<file path="config.mk">
export PLATFORM = sky130hd
export DESIGN_NAME = vnf_ctrl
export DESIGN_NICKNAME = d
export VERILOG_FILES = /design/src/voxel_neighbour_finder_top_defines.svh /design/src/vnf_pkg.sv /design/src/vnf_ctrl.sv
export SDC_FILE = /design/constraint.sdc
export NUM_CORES = 1
export LEC_CHECK = 0
export BUFFER_PORTS_ARGS = -buffer_cell sky130_fd_sc_hd__clkbuf_2
export CORE_AREA = 3 3 40 42
export CTS_BUF_LIST = sky130_fd_sc_hd__clkbuf_4 sky130_fd_sc_hd__clkbuf_8
export DETAILED_ROUTE_END_ITERATION = 16
export DIE_AREA = 0 0 43 45
export PLACE_DENSITY = 0.57
export SETUP_SLACK_MARGIN = 0.02
export SLEW_MARGIN = 20
export SYNTH_ARGS = -nofsm -noshare
export SYNTH_HDL_FRONTEND = slang
export SYNTH_SLANG_ARGS = --single-unit
</file>
<file path="constraint.sdc">
create_clock -name i_clk -period 2.3 [get_ports i_clk]
set_input_delay 0.23 -clock i_clk [delete_from_list [all_inputs] [get_ports i_clk]]
set_output_delay 0.23 -clock i_clk [all_outputs]
set_load 0.05 [all_outputs]
</file>
<file path="src/voxel_neighbour_finder_top_defines.svh">
// Assertion macros used by the file that checks the voxel neighbour finder.
`ifndef VOXEL_NEIGHBOUR_FINDER_TOP_DEFINES_SVH
`define VOXEL_NEIGHBOUR_FINDER_TOP_DEFINES_SVH

`ifndef SYNTH
// Same-cycle implication.
`define VNF_ASSERT_IMPL(label, clk, rst_n, ante, cons) \
    label: assert property (@(posedge clk) disable iff (!rst_n) (ante) |-> (cons)) \
        else $error("voxel neighbour finder assertion failed");
// Next-cycle implication.
`define VNF_ASSERT_NEXT(label, clk, rst_n, ante, cons) \
    label: assert property (@(posedge clk) disable iff (!rst_n) (ante) |=> (cons)) \
        else $error("voxel neighbour finder assertion failed");
`else
`define VNF_ASSERT_IMPL(label, clk, rst_n, ante, cons)
`define VNF_ASSERT_NEXT(label, clk, rst_n, ante, cons)
`endif

`endif

</file>
<file path="src/vnf_pkg.sv">
`timescale 1ns / 1ps

package vnf_pkg;

    localparam int IDX_W    = 20;
    localparam int VAL_W    = 21;
    localparam int DIM_W    = 9;
    localparam int CONN_W   = 5;
    localparam int COORD_W  = 8;
    localparam int ID_W     = 25;
    localparam int DXY_W    = 17;
    localparam int CFG_IDX_W = 2;
    localparam int NUM_OFFSETS = 26;

    localparam logic CMD_WRITE = 1'b0;
    localparam logic CMD_QUERY = 1'b1;

    localparam logic [CFG_IDX_W-1:0] REG_DIM_X = 2'd0;
    localparam logic [CFG_IDX_W-1:0] REG_DIM_Y = 2'd1;
    localparam logic [CFG_IDX_W-1:0] REG_DIM_Z = 2'd2;
    localparam logic [CFG_IDX_W-1:0] REG_CONN  = 2'd3;

    typedef logic signed [1:0] t_off;

    localparam t_off OP = 2'sb01;
    localparam t_off OM = 2'sb11;
    localparam t_off OZ = 2'sb00;

    // Faces first, then edges, then corners.
    localparam t_off OFF_X [NUM_OFFSETS] = '{
        OP, OM, OZ, OZ, OZ, OZ, OP, OM, OP, OM, OP, OM, OP,
        OM, OZ, OZ, OZ, OZ, OP, OM, OP, OM, OP, OM, OP, OM};
    localparam t_off OFF_Y [NUM_OFFSETS] = '{
        OZ, OZ, OP, OM, OZ, OZ, OP, OP, OM, OM, OZ, OZ, OZ,
        OZ, OP, OM, OP, OM, OP, OP, OM, OM, OP, OP, OM, OM};
    localparam t_off OFF_Z [NUM_OFFSETS] = '{
        OZ, OZ, OZ, OZ, OP, OM, OZ, OZ, OZ, OZ, OP, OP, OM,
        OM, OP, OP, OM, OM, OP, OP, OP, OP, OM, OM, OM, OM};

    typedef struct packed {
        logic mem_write;
        logic load_query;
        logic div_start;
        logic div_sel;
        logic cap_x;
        logic cap_yz;
        logic clr_loop;
        logic calc;
        logic addr;
        logic check_step;
        logic push_held;
        logic finish_push;
    } t_dp_cmd;

    typedef struct packed {
        logic div_done;
        logic hit;
        logic held_valid;
        logic out_free;
        logic last_offset;
        logic conn_zero;
    } t_dp_sts;

    function automatic logic [DIM_W-1:0] clamp_dim(input logic [DIM_W-1:0] d);
        logic [DIM_W-1:0] res;
        res = d;
        if (d == '0) begin
            res = 9'd1;
        end else if (d > 9'd256) begin
            res = 9'd256;
        end
        return res;
    endfunction

endpackage

</file>
<file path="src/vnf_ctrl.sv">
`timescale 1ns / 1ps

module vnf_ctrl import vnf_pkg::*; (
    input  logic    i_clk,
    input  logic    i_rst_n,
    input  logic    i_valid,
    input  logic    i_command,
    output logic    o_ready,
    input  t_dp_sts i_sts,
    output t_dp_cmd o_cmd
);

    localparam logic [2:0] S_IDLE   = 3'd0;
    localparam logic [2:0] S_DIV1   = 3'd1;
    localparam logic [2:0] S_DIV2   = 3'd2;
    localparam logic [2:0] S_CALC   = 3'd3;
    localparam logic [2:0] S_ADDR   = 3'd4;
    localparam logic [2:0] S_CHECK  = 3'd5;
    localparam logic [2:0] S_FINISH = 3'd6;

    logic [2:0] r_state;
    logic [2:0] n_state;

    always_comb begin
        n_state = r_state;
        o_cmd   = '0;
        case (r_state)
            S_IDLE: begin
                if (i_valid) begin
                    if (i_command == CMD_WRITE) begin
                        o_cmd.mem_write = 1'b1;
                    end else begin
                        o_cmd.load_query = 1'b1;
                        o_cmd.div_start  = 1'b1;
                        n_state          = S_DIV1;
                    end
                end
            end
            S_DIV1: begin
                if (i_sts.div_done) begin
                    o_cmd.cap_x     = 1'b1;
                    o_cmd.div_start = 1'b1;
                    o_cmd.div_sel   = 1'b1;
                    n_state         = S_DIV2;
                end
            end
            S_DIV2: begin
                if (i_sts.div_done) begin
                    o_cmd.cap_yz   = 1'b1;
                    o_cmd.clr_loop = 1'b1;
                    n_state        = i_sts.conn_zero ? S_FINISH : S_CALC;
                end
            end
            S_CALC: begin
                o_cmd.calc = 1'b1;
                n_state    = S_ADDR;
            end
            S_ADDR: begin
                o_cmd.addr = 1'b1;
                n_state    = S_CHECK;
            end
            S_CHECK: begin
                // A second hit displaces the held one, which needs a free result slot.
                if (!(i_sts.hit && i_sts.held_valid && !i_sts.out_free)) begin
                    o_cmd.check_step = 1'b1;
                    o_cmd.push_held  = i_sts.hit && i_sts.held_valid;
                    n_state          = i_sts.last_offset ? S_FINISH : S_CALC;
                end
            end
            S_FINISH: begin
                if (i_sts.out_free) begin
                    o_cmd.finish_push = 1'b1;
                    n_state           = S_IDLE;
                end
            end
            default: begin
                n_state = S_IDLE;
            end
        endcase
    end

    always_ff @(posedge i_clk) begin
        if (!i_rst_n) begin
            r_state <= S_IDLE;
        end else begin
            r_state <= n_state;
        end
    end

    assign o_ready = (r_state == S_IDLE);

endmodule

</file>
==> results.py <==
metrics = {
    "logic_synthesis": {
        "ys_seq_elements": 3,
        "synth_top_family_by_area": "simple AND/OR/NAND/NOR gates",
        "synth_compound_area_share_pct": 28.3,
        "ys_types": 31,
        "synthAdderAreaFrac_pct": 0,
        "synthMuxAreaShare_pct": 0,
        "syn_inst": 54,
        "ys.warnings.count": 0,
        "avgSynthCellArea_sq_um": 7.62,
        "syn-cell-area_sq_um": 412,
        "seq_area_frac_synth_pct": 14.6,
        "synth_nets": 64,
        "synthXorXnorAreaFrac_pct": 0,
        "yosys.area_share.simple_pct": 44.4,
    },
    "critical_path": {
        "ff2ff_setup_slack_ns": 0.95,
        "critPathRequiredTime_ns": 2.07,
        "slowest_stage": "dfxtp_1",
        "crit_arrival_ns": 1.72,
        "worstReg2RegEnd": "r_state[2]$_SDFFE_PN0P_",
        "crit_path_end": "o_cmd[9]",
        "crit_path_max_incr_delay_ns": 0.70,
        "path_delay_family": "flip-flops",
        "path_buf_inv": 1,
        "start_kind": "flip-flop",
        "cp_cell_sequence": "nand2b_1, nor2_1, or2_1, clkbuf_2",
        "critPathLaunch": "r_state[1]$_SDFFE_PN0P_",
        "ff2ff_path_depth": 4,
        "cp_max_fo": 18,
        "crit_type": "flip-flop to output port",
        "path_depth": 4,
        "reg2reg_from": "r_state[1]$_SDFFE_PN0P_",
        "crit_path_end_kind": "output port",
    },
    "floorplan": {
        "fp.dieW_microns": 43,
        "die_area_sq_mm": 0.00194,
        "io_pins": 23,
        "num_rows": 13,
        "initial_core_util_pct": 32.0,
        "die_h_microns": 45,
        "core_sq_mm": 0.00128,
    },
    "detailed_routing": {
        "drtAntennaViolNets": 0,
        "initialDrtViolationCount": 9,
        "routed_wl_microns": 976,
        "firstDrtPassIters": 5,
        "avgRoutedWirePerCell_microns": 11.0,
        "via_per_inst": 5.17,
        "vias": 460,
        "drc": 0,
    },
    "sta": {
        "hold_viol_final": 0,
        "clock.fmax_mhz": 512,
        "rsz0062_at_grt": "false",
        "worst_pin_slew_ns": 0.612,
        "finalSetupViolCount": 0,
        "drv_slew": 0,
        "fin_skew_ns": 0.00446,
        "relSlewSlack_pct": 59.2,
        "timing.final.crit_share_pct": 85.0,
        "fin_crit_ns": 1.95,
        "setup_tns_ns": 0,
    },
    "cts": {
        "worstSkewPairLatency_ns": 0.24,
        "cts.hold.buffers_added": 0,
        "post_cts_resized": 0,
        "numCtsBuffers": 3,
        "clk_pin_slew_ns": 0.04,
        "ctsRootBufferMaster": "clkbuf_4",
        "clock_path_buffers": 2,
        "cts_sinks": 3,
        "cts_setup_buffers": 0,
        "cts.htree.levels": 1,
        "tritoncts": "built",
    },
    "grt": {
        "overflow": 0,
        "grt_usage_pct": 11.7,
        "grt_max_degree": 19,
        "antenna_found_initial": 0,
        "grt_pass1_vias": 413,
        "grt_first_pass_wirelength_mm": 1.68,
    },
    "placed_design": {
        "place_congestion": 0.863,
        "dp_cells": 85,
        "placed_area_sq_um": 494,
        "portBuffers": 22,
    },
    "cells_and_area": {
        "layout.cells.non_filler": 89,
        "top_regs": "r_state (3)",
        "fin_area_sq_um": 524,
        "final_cell_mix": "clkbuf_2 (22), nand2_1 (7), nor2_1 (6), nand2b_1 (4), clkbuf_4 (4)",
        "largest_reg_flops": 3,
        "nNetsFinal": 85,
        "regMostFlops": "r_state",
        "layout-drive-gt1-share_pct": 44.6,
        "syn_to_final_growth_pct": 27.4,
        "final_common_cell": "clkbuf_2",
        "n_antenna_cell": 0,
    },
    "power": {
        "power_density_mw_per_mm2": 1210,
        "peakVddDrop_uv": 371,
        "p_leak_nw": 0.268,
    },
    "hold_path": {
        "hp-class": "input port to flip-flop",
    },
    "run": {
        "drv_cap": 0,
    },
    "run_status": {
        "status": "finished, final reports clean",
    },
}
==> cell type report <==
| cell class | count | area (sq um) |
|---|---|---|
| Fill cell | 136 | 761 |
| Multi-Input combinational cell | 45 | 305 |
| Timing Repair Buffer | 22 | 110 |
| Sequential cell | 3 | 60.1 |
| Clock buffer | 4 | 30.0 |
| Tap cell | 15 | 18.8 |
==> synth_stat cells <==
library cell / number / share of area (%)
nand2_1: 7 / 6.4
nor2_1: 6 / 5.5
buf_4: 4 / 7.3
nand2b_1: 4 / 6.1
dfxtp_1: 3 / 15
o21ai_1: 3 / 3.6
a31oi_1: 2 / 3.0
buf_6: 2 / 5.5
a21o_1: 1 / 1.8
a21o_2: 1 / 2.1
a21oi_1: 1 / 1.2
a21oi_2: 1 / 2.1
a22oi_1: 1 / 1.8
a2bb2oi_2: 1 / 3.6
and2_1: 1 / 1.5
and3_1: 1 / 1.5
and3b_1: 1 / 2.1
and3b_2: 1 / 2.4
nand3_1: 1 / 1.2
nand3b_4: 1 / 4.9
nand4b_1: 1 / 2.1
nor2b_1: 1 / 1.5
nor3_1: 1 / 1.2
nor3_2: 1 / 2.4
nor3b_1: 1 / 1.8
o211a_1: 1 / 2.4
o211ai_1: 1 / 1.8
o22ai_1: 1 / 1.5
o22ai_2: 1 / 3.0
or2_1: 1 / 1.5
or3b_1: 1 / 2.1
==> stage by stage <==
stage | power [mW] | hold WS (ns) | setup slack (ns) | utilization [%]
floorplan | 0.481 | 0.352 | 0.193 | -
global placement | 0.531 | 0.471 | 0.569 | 38.5
detailed placement | 0.530 | 0.471 | 0.577 | 38.5
CTS | 0.638 | 0.228 | 0.324 | 40.8
global route | 0.680 | 0.231 | 0.208 | 40.8
finish | 0.632 | 0.233 | 0.345 | 40.8
==> where the power goes <==
part           internal, mW  total [mW]  switching [mW]
combinational         0.133       0.386           0.253
clock                0.0769       0.107          0.0300
sequential           0.0689       0.139          0.0701
total                 0.279       0.632           0.353
==> worst min path at each step <==
stage / from / endpoint / slack, ns / depth (start not counted)
6_report: i_rst_n / r_state[1]$_SDFFE_PN0P_ / 0.23 / 2
5_1_grt: i_rst_n / r_state[1]$_SDFFE_PN0P_ / 0.23 / 2
4_1_cts: i_rst_n / r_state[1]$_SDFFE_PN0P_ / 0.23 / 2
3_5_place_dp: i_rst_n / r_state[1]$_SDFFE_PN0P_ / 0.47 / 2
3_3_place_gp: i_rst_n / r_state[1]$_SDFFE_PN0P_ / 0.47 / 2
2_1_floorplan: i_rst_n / r_state[1]$_SDFFE_PN0P_ / 0.35 / 1
==> cell families after synthesis <==
group,Yosys count
AND/OR/NAND/NOR,30
AO/OA/AOI/OAI,15
buffers and inverters,6
flip-flops,3
==> routing by layer <==
| layer | part of all wire (%) | global-route usage (%) |
|---|---|---|
| met3 | 7.6 | 2.39 |
| met1 | 46 | 14.7 |
| met5 | 0 | 0 |
| met4 | 1.4 | 7.23 |
| met2 | 44 | 18.3 |
No activity file was read; power rests on OpenSTA's default activity.
